## src/hw/rtl/lpr_pkg.sv

```systemverilog
// ----------------------------------------------------------------------------
// lpr_pkg: LED panel pixel remap package
// Shared types, register indexes, mode codes and size limits.
// ----------------------------------------------------------------------------
`default_nettype none

package lpr_pkg;

  // size limits; larger register values saturate to these
  localparam logic [6:0] PANEL_DIM_MAX = 7'd64;
  localparam logic [8:0] GRID_DIM_MAX  = 9'd256;

  // configuration register indexes
  localparam logic [2:0] REG_GRID_COLS  = 3'd0;
  localparam logic [2:0] REG_WINDOW_ROW = 3'd1;
  localparam logic [2:0] REG_WINDOW_COL = 3'd2;
  localparam logic [2:0] REG_PANEL_ROWS = 3'd3;
  localparam logic [2:0] REG_PANEL_COLS = 3'd4;
  localparam logic [2:0] REG_MAP_MODE   = 3'd5;
  localparam logic [2:0] REG_SERPENTINE = 3'd6;

  // mapping modes; any other code drops the pixel
  localparam logic [2:0] MODE_STRAIGHT = 3'd0;
  localparam logic [2:0] MODE_SIDEWAYS = 3'd1;
  localparam logic [2:0] MODE_CW       = 3'd2;
  localparam logic [2:0] MODE_CCW      = 3'd3;
  localparam logic [2:0] MODE_HALF     = 3'd4;
  localparam logic [2:0] MODE_OFF      = 3'd5;

  typedef struct packed {
    logic [8:0] grid_cols;
    logic [7:0] window_row;
    logic [7:0] window_col;
    logic [6:0] panel_rows;
    logic [6:0] panel_cols;
    logic [2:0] map_mode;
    logic       serpentine;
  } lpr_cfg_t;

  typedef struct packed {
    logic [15:0] src_index;
    logic [11:0] tgt_index;
    logic        written;
  } lpr_res_t;

endpackage

`default_nettype wire

```

## src/hw/rtl/led_panel_pixel_remap_top.sv

```systemverilog
// Throughput: one item per cycle while the output does not stall; an accepted item
//   passes the input register, then the result register, which form a two-stage
//   pipeline that advances whenever the result register is empty or taken.
// Reset (async, active low): both stages empty; registers return to grid_cols 1,
//   window 0/0, panel 1x1, straight mode, serpentine off.
// ----------------------------------------------------------------------------
// led_panel_pixel_remap_top: LED panel pixel remap
// Maps a window pixel to its source grid index and its LED panel index,
// with sideways, quarter and half turns, and optional serpentine wiring.
// ----------------------------------------------------------------------------
`default_nettype none

module led_panel_pixel_remap_top
  import lpr_pkg::*;
(
  input  wire logic        clk_i,
  input  wire logic        rst_ni,
  // configuration write port
  input  wire logic        cfg_we_i,
  input  wire logic [2:0]  cfg_index_i,
  input  wire logic [8:0]  cfg_data_i,
  // pixel position in
  input  wire logic        in_valid_i,
  output logic             in_stall_o,
  input  wire logic [5:0]  row_i,
  input  wire logic [5:0]  col_i,
  // address pair out
  output logic             out_valid_o,
  input  wire logic        out_stall_i,
  output logic [15:0]      src_index_o,
  output logic [11:0]      tgt_index_o,
  output logic             written_o
);

  lpr_cfg_t cfg;
  lpr_res_t res;

  // stage 1: input register
  logic       s1_valid_q, s1_valid_d;
  logic [5:0] s1_row_q, s1_col_q;
  // stage 2: result register
  logic       out_valid_q, out_valid_d;
  lpr_res_t   out_res_q;

  logic out_load;   // result register may take a new item
  logic in_take;    // input item accepted this cycle

  lpr_cfg_regs u_cfg (
    .clk_i       (clk_i),
    .rst_ni      (rst_ni),
    .cfg_we_i    (cfg_we_i),
    .cfg_index_i (cfg_index_i),
    .cfg_data_i  (cfg_data_i),
    .cfg_o       (cfg)
  );

  lpr_map u_map (
    .row_i (s1_row_q),
    .col_i (s1_col_q),
    .cfg_i (cfg),
    .res_o (res)
  );

  // result register loads when empty or being drained
  assign out_load   = !out_valid_q || !out_stall_i;
  // input stage holds only when it carries an item that cannot move on
  assign in_stall_o = s1_valid_q && !out_load;
  assign in_take    = in_valid_i && !in_stall_o;

  always_comb begin
    s1_valid_d  = s1_valid_q;
    out_valid_d = out_valid_q;
    if (out_load) begin
      out_valid_d = s1_valid_q;
    end
    if (!in_stall_o) begin
      s1_valid_d = in_valid_i;
    end
  end

  always_ff @(posedge clk_i or negedge rst_ni) begin
    if (!rst_ni) begin
      s1_valid_q  <= 1'b0;
      out_valid_q <= 1'b0;
    end else begin
      s1_valid_q  <= s1_valid_d;
      out_valid_q <= out_valid_d;
    end
  end

  // payload registers, no reset
  always_ff @(posedge clk_i) begin
    if (in_take) begin
      s1_row_q <= row_i;
      s1_col_q <= col_i;
    end
    if (out_load && s1_valid_q) begin
      out_res_q <= res;
    end
  end

  assign out_valid_o = out_valid_q;
  assign src_index_o = out_res_q.src_index;
  assign tgt_index_o = out_res_q.tgt_index;
  assign written_o   = out_res_q.written;

  // a dropped pixel carries a zero panel index
  a_drop_zero: assert property (@(posedge clk_i) disable iff (!rst_ni)
    out_valid_q && !out_res_q.written |-> out_res_q.tgt_index == 12'd0)
    else $error("dropped pixel with nonzero panel index");

  // the input side stalls only while stage 1 holds an item
  a_stall_full: assert property (@(posedge clk_i) disable iff (!rst_ni)
    in_stall_o |-> s1_valid_q && out_valid_q)
    else $error("input stalled with room in the pipeline");

  // a stalled result is never lost
  a_out_kept: assert property (@(posedge clk_i) disable iff (!rst_ni)
    out_valid_q && out_stall_i |=> out_valid_q)
    else $error("stalled result dropped");

  // a held stage-1 item is not overwritten
  a_s1_kept: assert property (@(posedge clk_i) disable iff (!rst_ni)
    in_stall_o |=> s1_valid_q && $stable(s1_row_q) && $stable(s1_col_q))
    else $error("held input item changed");

endmodule

`default_nettype wire

```

## src/hw/rtl/lpr_cfg_regs.sv

```systemverilog
// ----------------------------------------------------------------------------
// lpr_cfg_regs: configuration register file
// Seven write-only registers, written by index, low bits of the data kept.
// ----------------------------------------------------------------------------
`default_nettype none

module lpr_cfg_regs
  import lpr_pkg::*;
(
  input  wire logic       clk_i,
  input  wire logic       rst_ni,
  input  wire logic       cfg_we_i,
  input  wire logic [2:0] cfg_index_i,
  input  wire logic [8:0] cfg_data_i,
  output lpr_cfg_t        cfg_o
);

  lpr_cfg_t cfg_q, cfg_d;

  always_comb begin
    cfg_d = cfg_q;
    if (cfg_we_i) begin
      unique case (cfg_index_i)
        REG_GRID_COLS:  cfg_d.grid_cols  = cfg_data_i;
        REG_WINDOW_ROW: cfg_d.window_row = cfg_data_i[7:0];
        REG_WINDOW_COL: cfg_d.window_col = cfg_data_i[7:0];
        REG_PANEL_ROWS: cfg_d.panel_rows = cfg_data_i[6:0];
        REG_PANEL_COLS: cfg_d.panel_cols = cfg_data_i[6:0];
        REG_MAP_MODE:   cfg_d.map_mode   = cfg_data_i[2:0];
        REG_SERPENTINE: cfg_d.serpentine = cfg_data_i[0];
        default:        cfg_d = cfg_q;   // unmapped index
      endcase
    end
  end

  always_ff @(posedge clk_i or negedge rst_ni) begin
    if (!rst_ni) begin
      cfg_q.grid_cols  <= 9'd1;
      cfg_q.window_row <= 8'd0;
      cfg_q.window_col <= 8'd0;
      cfg_q.panel_rows <= 7'd1;
      cfg_q.panel_cols <= 7'd1;
      cfg_q.map_mode   <= MODE_STRAIGHT;
      cfg_q.serpentine <= 1'b0;
    end else begin
      cfg_q <= cfg_d;
    end
  end

  assign cfg_o = cfg_q;

endmodule

`default_nettype wire

```

## src/hw/rtl/lpr_map.sv

```systemverilog
// ----------------------------------------------------------------------------
// lpr_map: pixel address mapper
// Combinational source and panel index computation for one pixel.
// ----------------------------------------------------------------------------
`default_nettype none

module lpr_map
  import lpr_pkg::*;
(
  input  wire logic [5:0] row_i,
  input  wire logic [5:0] col_i,
  input  lpr_cfg_t        cfg_i,
  output lpr_res_t        res_o
);

  logic [8:0]        stride;
  logic [6:0]        pr, pc;
  logic [8:0]        abs_row;
  logic [17:0]       src_prod;
  logic [17:0]       src_sum;
  logic signed [8:0] r9, c9, pr9, pc9;
  logic signed [8:0] tr, tc, tc_fin;
  logic              mode_ok, in_panel, ok;
  logic [12:0]       tgt_sum;

  // saturate sizes
  assign stride = (cfg_i.grid_cols > GRID_DIM_MAX) ? GRID_DIM_MAX : cfg_i.grid_cols;
  assign pr = (cfg_i.panel_rows > PANEL_DIM_MAX) ? PANEL_DIM_MAX : cfg_i.panel_rows;
  assign pc = (cfg_i.panel_cols > PANEL_DIM_MAX) ? PANEL_DIM_MAX : cfg_i.panel_cols;

  // source index: (window_row + row) * stride + window_col + col, mod 2^16
  assign abs_row  = {1'b0, cfg_i.window_row} + {3'b0, row_i};
  assign src_prod = abs_row * stride;
  assign src_sum  = src_prod + {10'b0, cfg_i.window_col} + {12'b0, col_i};

  assign r9  = $signed({3'b0, row_i});
  assign c9  = $signed({3'b0, col_i});
  assign pr9 = $signed({2'b0, pr});
  assign pc9 = $signed({2'b0, pc});

  always_comb begin
    tr      = '0;
    tc      = '0;
    mode_ok = 1'b1;
    unique case (cfg_i.map_mode)
      MODE_STRAIGHT: begin
        tr = r9;
        tc = c9;
      end
      MODE_SIDEWAYS: begin
        tr = pr9 - 9'sd1 - c9;
        tc = r9;
      end
      MODE_CW: begin
        mode_ok = (pr == pc);
        tr      = c9;
        tc      = pc9 - 9'sd1 - r9;
      end
      MODE_CCW: begin
        mode_ok = (pr == pc);
        tr      = pr9 - 9'sd1 - c9;
        tc      = r9;
      end
      MODE_HALF: begin
        tr = pr9 - 9'sd1 - r9;
        tc = pc9 - 9'sd1 - c9;
      end
      default: mode_ok = 1'b0;   // off and unused codes
    endcase
  end

  assign in_panel = !tr[8] && (tr < pr9) && !tc[8] && (tc < pc9);
  assign ok       = mode_ok && in_panel;

  // zigzag wiring: even rows run backwards
  assign tc_fin = (cfg_i.serpentine && !tr[0]) ? (pc9 - 9'sd1 - tc) : tc;

  assign tgt_sum = ({7'b0, tr[5:0]} * {6'b0, pc}) + {7'b0, tc_fin[5:0]};

  assign res_o.src_index = src_sum[15:0];
  assign res_o.tgt_index = ok ? tgt_sum[11:0] : 12'd0;
  assign res_o.written   = ok;

endmodule

`default_nettype wire

```

## config.mk

```make
export PLATFORM = sky130hd
export DESIGN_NAME = led_panel_pixel_remap_top
export DESIGN_NICKNAME = d
export VERILOG_FILES = /design/src/hw/rtl/lpr_pkg.sv /design/src/hw/rtl/led_panel_pixel_remap_top.sv /design/src/hw/rtl/lpr_cfg_regs.sv /design/src/hw/rtl/lpr_map.sv
export SDC_FILE = /design/constraint.sdc
export NUM_CORES = 1
export LEC_CHECK = 0
export BUFFER_PORTS_ARGS = -buffer_cell sky130_fd_sc_hd__buf_2
export CAP_MARGIN = 20
export CORE_MARGIN = 2
export CORE_UTILIZATION = 60
export CTS_CLUSTER_DIAMETER = 100
export DETAILED_ROUTE_END_ITERATION = 16
export GPL_TIMING_DRIVEN = 0
export PLACE_DENSITY = 0.79
export SETUP_SLACK_MARGIN = 0.1
export SLEW_MARGIN = 10
export SYNTH_ARGS = -nofsm -noshare
export SYNTH_HDL_FRONTEND = slang
export SYNTH_SLANG_ARGS = --single-unit
```

## constraint.sdc

```tcl
create_clock -name clk_i -period 10.7 [get_ports clk_i]
set_clock_uncertainty 0.2 [all_clocks]
set_input_delay 0.535 -clock clk_i [delete_from_list [all_inputs] [get_ports clk_i]]
set_output_delay 0.535 -clock clk_i [all_outputs]
set_load 0.02 [all_outputs]
```

== Yosys cells after proc, flatten, opt, wreduce, memory -nomap -nowiden ==
Index checks and enable logic that the tools add are counted.
Storage, ports and cells
  register bits after elaboration: 86
  latch bits: 0
  memory bits (writable): 0
  memory bits (read-only): 0
  input port bits: 29
  logic and storage cells: 78
  memories: 0
Operators by class
  add/subtract/negate cells: 11
  multipliers: 2
  divide/modulo/power cells: 0
  magnitude comparators: 5
  eq/ne operators: 11
  shift operators: 0
  muxes and demuxes: 7
  bitwise gates (word level): 0
  reductions and logical operators: 28
Operators with widths (number)
  $pmux W9 S4: 2
  $lt A9 B8 Y1: 2
  $sub A8 B7 Y9: 2
  $sub A9 B7 Y9: 2
  $add A16 B6 Y16: 1
  $add A16 B8 Y16: 1
  $mul A9 B9 Y16: 1
  $sub A7 B1 Y8 const B: 2
  $gt A7 B7 Y1 const B: 2
  $mux W7: 2
  $reduce_and A2 Y1: 7
  $add A12 B6 Y12: 1
  $eq A3 B2 Y1 const B: 4
  $eq A3 B3 Y1 const B: 4
  $mul A6 B7 Y12: 1
  $add A8 B6 Y9: 1
  $gt A9 B9 Y1 const B: 1
  $mux W9: 1
  $logic_and A1 B1 Y1: 8
  $eq A7 B7 Y1: 1
  $logic_not A1 Y1: 7
  $eq A3 B1 Y1 const B: 2
  $logic_not A3 Y1: 2
  $mux W6: 1
  5 further kinds: 6

== Logic depth before layout (Yosys ltp) ==
Gate-level depths: netlist of the first run.
  depth after elaboration: 10
  depth in mapped cells: 30

== Hierarchy ==
A second synthesis of the first run with hierarchy kept.
Second synthesis, totals
  cell total of the unflattened synthesis: 1006
  area total of the unflattened synthesis: 9768.1 µm²
Modules (own cells, without submodules)
  lpr_map: times used 1, cells an instance 861, area each 6785.3 µm², sequential area each 0.0 µm²
  lpr_cfg_regs: times used 1, cells an instance 96, area each 1659.1 µm², sequential area each 1079.8 µm²
  led_panel_pixel_remap_top: times used 1, cells an instance 49, area each 1323.8 µm², sequential area each 1281.2 µm²

== Least setup slack after synthesis of the first run ==
No wires, ideal clock.
  path type: reg2reg
  from: register u_cfg.cfg_q, in the netlist u_cfg.cfg_o[1]
  to: register out_res_q, in the netlist tgt_index_o[11] (data pin)
  arrival time: 6673 ps
  slack: 3573 ps
  stages on the path, launching flop included: 28
  buffers on the path: 2
  period minus slack after synthesis: 7127 ps
  path through: dfrtp_1 -> buf_4 -> nor3b_4 -> clkbuf_1 -> mux2i_1 -> ha_1 -> or4_1 -> o21ai_0 -> a21oi_1 -> xnor2_1 -> a21o_1 -> inv_1 -> nand2_1 -> fa_1 -> fa_1 -> inv_1 -> fa_1 -> inv_1 -> fa_1 -> inv_1 -> ha_1 -> o21ai_0 -> o21bai_1 -> o22a_1 -> a221o_1 -> nor4_2 -> xnor2_1 -> nor2_1
Between the ends
  longest elaborated chain between the ends: 8
  elaborated cells on any way between the ends: 25
RTL lines
  start, declared: RTL line lpr_cfg_regs.sv:18  | lpr_cfg_t cfg_q, cfg_d;
  start signal, assigned: RTL line lpr_cfg_regs.sv:46  | cfg_q <= cfg_d;
  parallel branches: the longest is 8 deep, another holds $mul A6 B7 Y12
  end signal, assigned: RTL line led_panel_pixel_remap_top.sv:98  | out_res_q <= res;
  end, declared: RTL line led_panel_pixel_remap_top.sv:43  | lpr_res_t out_res_q;
Several ways; the timed one is not identified.
A chain may end at the register's enable or synchronous reset.

== Worst setup path in the final report of the first run ==
  from: register u_cfg.cfg_q, in the netlist u_cfg.cfg_o[3]
  to: register out_res_q, in the netlist tgt_index_o[11] (data pin)
Same word-level chain as after synthesis.

==> qor.tcl, run 1 <==
set qor(fin_setup_tns_ps) 0
set qor(async_flop_share_pct) 52.3
set qor(cp_max_fo) 10
set qor(grt.overflow.total) 0
set qor(max_freq_mhz) 126
set qor(dieWidth_um) 132
set qor(routed_wirelength_mm) 21.3
set qor(hpwl_mm) 17.1
set qor(ctsRootBufferMaster) {clkbuf_16}
set qor(whs_endpoint) {s1_col_q[0]}
set qor(final_hold_viol_count) 0
set qor(antenna_violating_nets_post_route) 0
set qor(synth-edff-count) 41
set qor(first_pass_grt_wire_length_mm) 35.8
set qor(critical_path_capture_point_type) {flip-flop}
set qor(placement.cell_area_um2) 10400
set qor(r2r-end) {tgt_index_o[11]}
set qor(antenna_found_initial) 0
set qor(rr_startpoint) {u_cfg.cfg_o[3]}
set qor(num-nets-final) 1309
set qor(worst_slew_pin_slew_ps) 976
set qor(clkTransAtPathRegs_ps) 70
set qor(min_period_over_period_pct) 74.1
set qor(yosysSeqAreaShare_pct) 24.0
set qor(count_of_buffers_from_port_buffering) 57
set qor(grt_setup_unrepaired) {no}
set qor(post_route_cells_drive_above_1_share_pct) 14.4
set qor(syn-instance-count) 1007
set qor(slew_headroom_pct) 34.6
set qor(antenna-diode-count) 0
set qor(placed_cells) 1282
set qor(synth_cell_type_count) 74
set qor(cts.htree.levels) 3
set qor(route.vias.total) 7407
set qor(design.die.area_um2) 17500
set qor(area_taken_by_multi_input_logic_gates_um2) 6890
set qor(yosys_register_bits) 86
set qor(timing.hold.worst.start) {col_i[0]}
set qor(core.rowCount) 46
set qor(clock_path_buffers) 2
set qor(worst-r2r-setup-slack_ps) 2770
set qor(floorplan.die.height_um) 132
set qor(final_cell_area_um2) 10800
set qor(tritoncts) {built}
set qor(synthTopCellsByArea) {fa_1, ha_1, edfxtp_1, dfrtp_1, mux2_2}
set qor(placeableCoreArea_um2) 15900
set qor(grt_start_max_net_pins) 46
set qor(grt_use_total_pct) 25.6
set qor(ys_warn_count) 0
set qor(post-route-drc-count) 0
set qor(filler_cell_count) 1239
set qor(worstPathRequired_ps) 10610
set qor(minimum_clock_period_ps) 7930
set qor(layout_common_cells) {inv_1, ha_1, nand2_1}
set qor(detail_route.wl_per_cell_um) 16.4
set qor(number_of_global_route_vias_before_repair) 7278
set qor(final-max-slew-violation-count) 0
set qor(ioPinCount) 60
set qor(viasPerCell) 5.70
set qor(final-setup-viol-count) 0
set qor(starting_density_of_the_core_pct) 61.8
set qor(synth-main-ff-cell) {dfrtp_1}
set qor(max_cap_violations) 0
set qor(crit_path_start_kind) {flip-flop}
set qor(holdCritPathClass) {in -> reg}
set qor(worst_ep_arrival_time_ps) 7840
set qor(synth_top_area_share_pct) 17.7
set qor(clk_latency_ps) 350
set qor(synth_nets) 1237
set qor(cts-resized-gates) 0
set qor(layout_commonest_cell) {inv_1}
set qor(seq_area_um2) 2360
set qor(detailedRoute.firstIterationViolations) 560
set qor(worst_hold_slack_ps) 155
set qor(cell_area_after_synthesis_um2) 9850
set qor(place.gp.congestion) 0.971
set qor(rr_worst_depth) 26
set qor(post-synth-top-area-cell) {fa_1}
set qor(drt-pass1-iter-count) 5
set qor(status) {complete, no violations}
set qor(clock_sink_count) 86
set qor(crit_type) {reg -> reg}
set qor(worst_hold_path.num_cells) 1
set qor(synthesis.area_per_instance_um2) 9.78
set qor(final_cell_count_no_fill) 1300
set qor(clock_buffers_created_by_tritoncts) 9
set qor(areaGrowthSynthToFinish_pct) 9.31
## area by class of cell
| class | count | area share, % |
|---|---|---|
| clock inverters | 7 | 0.604 |
| well taps | 216 | 2.51 |
| flip-flops and latches | 86 | 21.9 |
| plain buffers | 22 | 0.976 |
| inverters | 136 | 4.74 |
| repair buffers | 61 | 3.16 |
| clock buffers | 9 | 2.09 |
| multi-input cells | 763 | 64.0 |
## metrics by stage
stage               setup slack [ps]  utilization, %
floorplan                       3570               -
global placement                2880            65.2
detailed placement              2780            65.5
CTS                             2780            67.3
global route                    2420            67.5
finish                          2770            67.5
## state kept, by name, summed over array words and instances (netlist names)
signal	cells
out_valid_o	1
s1_col_q	6
s1_row_q	6
s1_valid_q	1
src_index_o	16
tgt_index_o	12
u_cfg.cfg_o	43
written_o	1
## critical path, stage by stage (launching register included)
cell	delay (ps)
dfrtp_1	490
nor3b_4	420
clkbuf_1	600
mux2i_1	290
ha_1	300
or4_1	520
o21ai_0	120
a21oi_1	90
xnor2_1	160
a21o_1	240
inv_1	130
nand2_1	90
fa_1	520
fa_1	540
inv_1	50
fa_1	530
inv_1	50
fa_1	520
inv_1	40
ha_1	340
o21ai_0	130
o21bai_1	150
o22a_1	250
a221o_1	340
nor4_2	350
xnor2_1	160
nor2_1	60
## layer usage
| metal | GRT usage [%] | share of wire [%] |
|---|---|---|
| met1 | 35.6 | 46 |
| met2 | 40.3 | 45 |
| met3 | 6.07 | 7.3 |
| met4 | 7.13 | 2.0 |
| met5 | 0 | 0 |
## logic make-up after synthesis
logic type	share of synthesized area, %
compound gates	10.3
xor+xnor	5.07
flops	24.0
simple gates	15.3
fa+ha+maj	32.2
mux	6.99
buf+inv	6.25
## synthesized netlist by cell type (all sizes together) (5+ instances only)
| cell type | n |
|---|---|
| a211oi | 12 |
| clkbuf | 17 |
| o21a | 11 |
| inv | 134 |
| nor4 | 6 |
| mux2 | 46 |
| nand3 | 6 |
| o22ai | 6 |
| and3 | 6 |
| fa | 87 |
| mux2i | 17 |
| xor2 | 17 |
| ha | 114 |
| a21oi | 38 |
| edfxtp | 41 |
| buf | 5 |
| and2 | 29 |
| o21ai | 27 |
| or4 | 5 |
| dfrtp | 42 |
| xnor2 | 40 |
| a21o | 13 |
| nand2b | 12 |
| nand2 | 101 |
| nor2 | 73 |
| nor2b | 25 |
| o31ai | 7 |
| nor3 | 10 |
## worst max-delay path by stage
stage / slack, ps / start / end / cells after the start
global placement: 2880 / u_cfg.cfg_o[1] / tgt_index_o[11] / 27
global route: 2420 / u_cfg.cfg_o[1] / tgt_index_o[11] / 27
detailed placement: 2780 / u_cfg.cfg_o[1] / tgt_index_o[11] / 23
CTS: 2780 / u_cfg.cfg_o[1] / tgt_index_o[11] / 23
floorplan: 3570 / u_cfg.cfg_o[1] / tgt_index_o[11] / 27
finish: 2770 / u_cfg.cfg_o[3] / tgt_index_o[11] / 26
## what timing repair did
action / in CTS / in global routing
hold buffers: 0 / 1
endpoints found under the hold margin: 0 / 8
buffers inserted: 0 / 0
Power of run 1 is left out: the tool's default activity adds up to more than one toggle a clock period on the data nets, which glitch-free logic cannot reach.
==> run 2, diff against run 1 <==
- clock period: 10.7 -> 7.5 ns (I/O delays scaled with it)
==> run 2 against run 1 <==
Against the previous run:
- final area is 1.9% higher
- via count is 1.7% higher
- utilization is 1.3 points higher
- worst hold slack worse by 120 ps
- fmax is 12% higher
- global-route usage is 0.50 points higher
- critical path depth is 2 higher
- routed wire length is 3.4% higher
- highest routed layer unchanged
==> qor.tcl, run 2 (synthesis results as in run 1) <==
set qor(tritoncts) {built}
set qor(grt.overflow.total) 0 ;# unchanged
set qor(placed_cells) 1282 ;# unchanged
set qor(minimum_clock_period_ps) 7100 ;# -827 ps
set qor(max_freq_mhz) 141 ;# +12%
set qor(clkTransAtPathRegs_ps) 70 ;# about the same
set qor(layout_common_cells) {inv_1, ha_1, nand2_1}
set qor(cts.htree.levels) 3 ;# unchanged
set qor(viasPerCell) 5.72 ;# +0.37%
set qor(slew_headroom_pct) 35.2 ;# +0.63 points
set qor(hpwl_mm) 17.1 ;# unchanged
set qor(floorplan.die.height_um) 132 ;# unchanged
set qor(final-max-slew-violation-count) 0 ;# unchanged
set qor(starting_density_of_the_core_pct) 61.8 ;# unchanged
set qor(num-nets-final) 1326 ;# +1.3%
set qor(final_hold_viol_count) 0 ;# unchanged
set qor(clock_path_buffers) 2 ;# unchanged
set qor(antenna_found_initial) 0 ;# unchanged
set qor(ioPinCount) 60 ;# unchanged
set qor(worst_hold_path.num_cells) 2 ;# +1
set qor(first_pass_grt_wire_length_mm) 36.4 ;# +1.8%
set qor(detailedRoute.firstIterationViolations) 575 ;# +2.7%
set qor(worst_ep_arrival_time_ps) 7010 ;# -830 ps
set qor(antenna-diode-count) 0 ;# unchanged
set qor(dieWidth_um) 132 ;# unchanged
set qor(place.gp.congestion) 0.971 ;# unchanged
set qor(cp_max_fo) 10 ;# unchanged
set qor(areaGrowthSynthToFinish_pct) 11.4
set qor(post_route_cells_drive_above_1_share_pct) 15.6 ;# +1.2 points
set qor(core.rowCount) 46 ;# unchanged
set qor(worst_slew_pin_slew_ps) 967 ;# -9.40 ps
set qor(final-setup-viol-count) 0 ;# unchanged
set qor(status) {complete, no violations}
set qor(holdCritPathClass) {in -> reg}
set qor(critical_path_capture_point_type) {flip-flop}
set qor(timing.hold.worst.start) {in_valid_i}
set qor(detail_route.wl_per_cell_um) 16.7 ;# +2.1%
set qor(r2r-end) {tgt_index_o[11]}
set qor(fin_setup_tns_ps) 0 ;# unchanged
set qor(crit_path_start_kind) {flip-flop}
set qor(routed_wirelength_mm) 22.0 ;# +3.4%
set qor(clk_latency_ps) 350 ;# about the same
set qor(antenna_violating_nets_post_route) 0 ;# unchanged
set qor(placeableCoreArea_um2) 15900 ;# unchanged
set qor(crit_type) {reg -> reg}
set qor(ctsRootBufferMaster) {clkbuf_16}
set qor(grt_use_total_pct) 26.1 ;# +0.50 points
set qor(worstPathRequired_ps) 7410 ;# -3200 ps
set qor(grt_start_max_net_pins) 46 ;# unchanged
set qor(design.die.area_um2) 17500 ;# unchanged
set qor(post-route-drc-count) 0 ;# unchanged
set qor(layout_commonest_cell) {inv_1}
set qor(cell_with_the_largest_stage_delay_on_the_worst_path) {fa_1}
set qor(drt-pass1-iter-count) 5 ;# unchanged
set qor(max_cap_violations) 0 ;# unchanged
set qor(whs_endpoint) {s1_valid_q}
set qor(rr_startpoint) {u_cfg.cfg_o[17]}
set qor(min_period_over_period_pct) 94.7 ;# +21 points
set qor(grt_setup_unrepaired) {no}
set qor(final_cell_count_no_fill) 1317 ;# +1.3%
set qor(count_of_buffers_from_port_buffering) 57 ;# unchanged
set qor(timing.critical_path.slowest_cell_delay_ps) 540 ;# -60 ps
set qor(clock_sink_count) 86 ;# unchanged
set qor(clock_buffers_created_by_tritoncts) 9 ;# unchanged
set qor(number_of_global_route_vias_before_repair) 7418 ;# +1.9%
set qor(route.vias.total) 7532 ;# +1.7%
set qor(rr_worst_depth) 28 ;# +7.7%
set qor(largest_register_ff_count) 43 ;# unchanged
set qor(worst-r2r-setup-slack_ps) 400 ;# -2370 ps
-- run 2: cell type report --
class,count,area [um2]
sequential,86,2360
timing repair buffer,78,498
multi-input combinational,763,6930
inverter,136,512
fill,1201,4970
tap,216,270
buffer,22,115
clock buffer,9,225
clock inverter,7,65.1
-- run 2: worst max-delay path by stage --
stage | end | cells past startpoint | startpoint | slack (ps)
2_1_floorplan | tgt_index_o[11] | 27 | u_cfg.cfg_o[1] | 370
3_3_place_gp | tgt_index_o[11] | 27 | u_cfg.cfg_o[1] | -320
3_5_place_dp | tgt_index_o[11] | 23 | u_cfg.cfg_o[1] | -420
4_1_cts | tgt_index_o[11] | 27 | u_cfg.cfg_o[17] | 120
5_1_grt | tgt_index_o[11] | 26 | u_cfg.cfg_o[2] | 110
6_report | tgt_index_o[11] | 28 | u_cfg.cfg_o[17] | 400
-- run 2: critical path, delay by kind of cell (launching register included) --
kind	cells	cell delay, ps
XOR/XNOR	3	470
buffers and inverters	6	570
AND/OR/NAND/NOR	5	1020
AO/OA/AOI/OAI	7	1340
adder cells (fa/ha/maj)	7	2870
flip-flops	1	370
-- run 2: repair_timing --
action | CTS | global route
gates resized for setup | 5 | 12
hold buffers | 12 | 1
pin swaps | 1 | 5
endpoints found under the hold margin | 12 | 17
setup endpoints to repair | 1 | 5
setup buffers | 2 | 3
-- run 2: stage by stage --
step	setup WS (ps)	area, um2	hold slack [ps]	utilization, %
after detailed placement	-421	10400	286	65.5
after global routing	115	11000	17.0	68.8
after global placement	-323	10400	269	65.2
after floorplan	373	9850	-121	-
final	397	11000	31.2	68.8
after CTS	122	10900	11.8	68.2
-- run 2: layer usage --
metal	global-route usage [%]	share of wire (%)
met3	5.81	7.5
met2	42.3	47
met4	6.76	1.5
met1	35.8	44
met5	0	0
Power of run 2 is left out for the same reason.
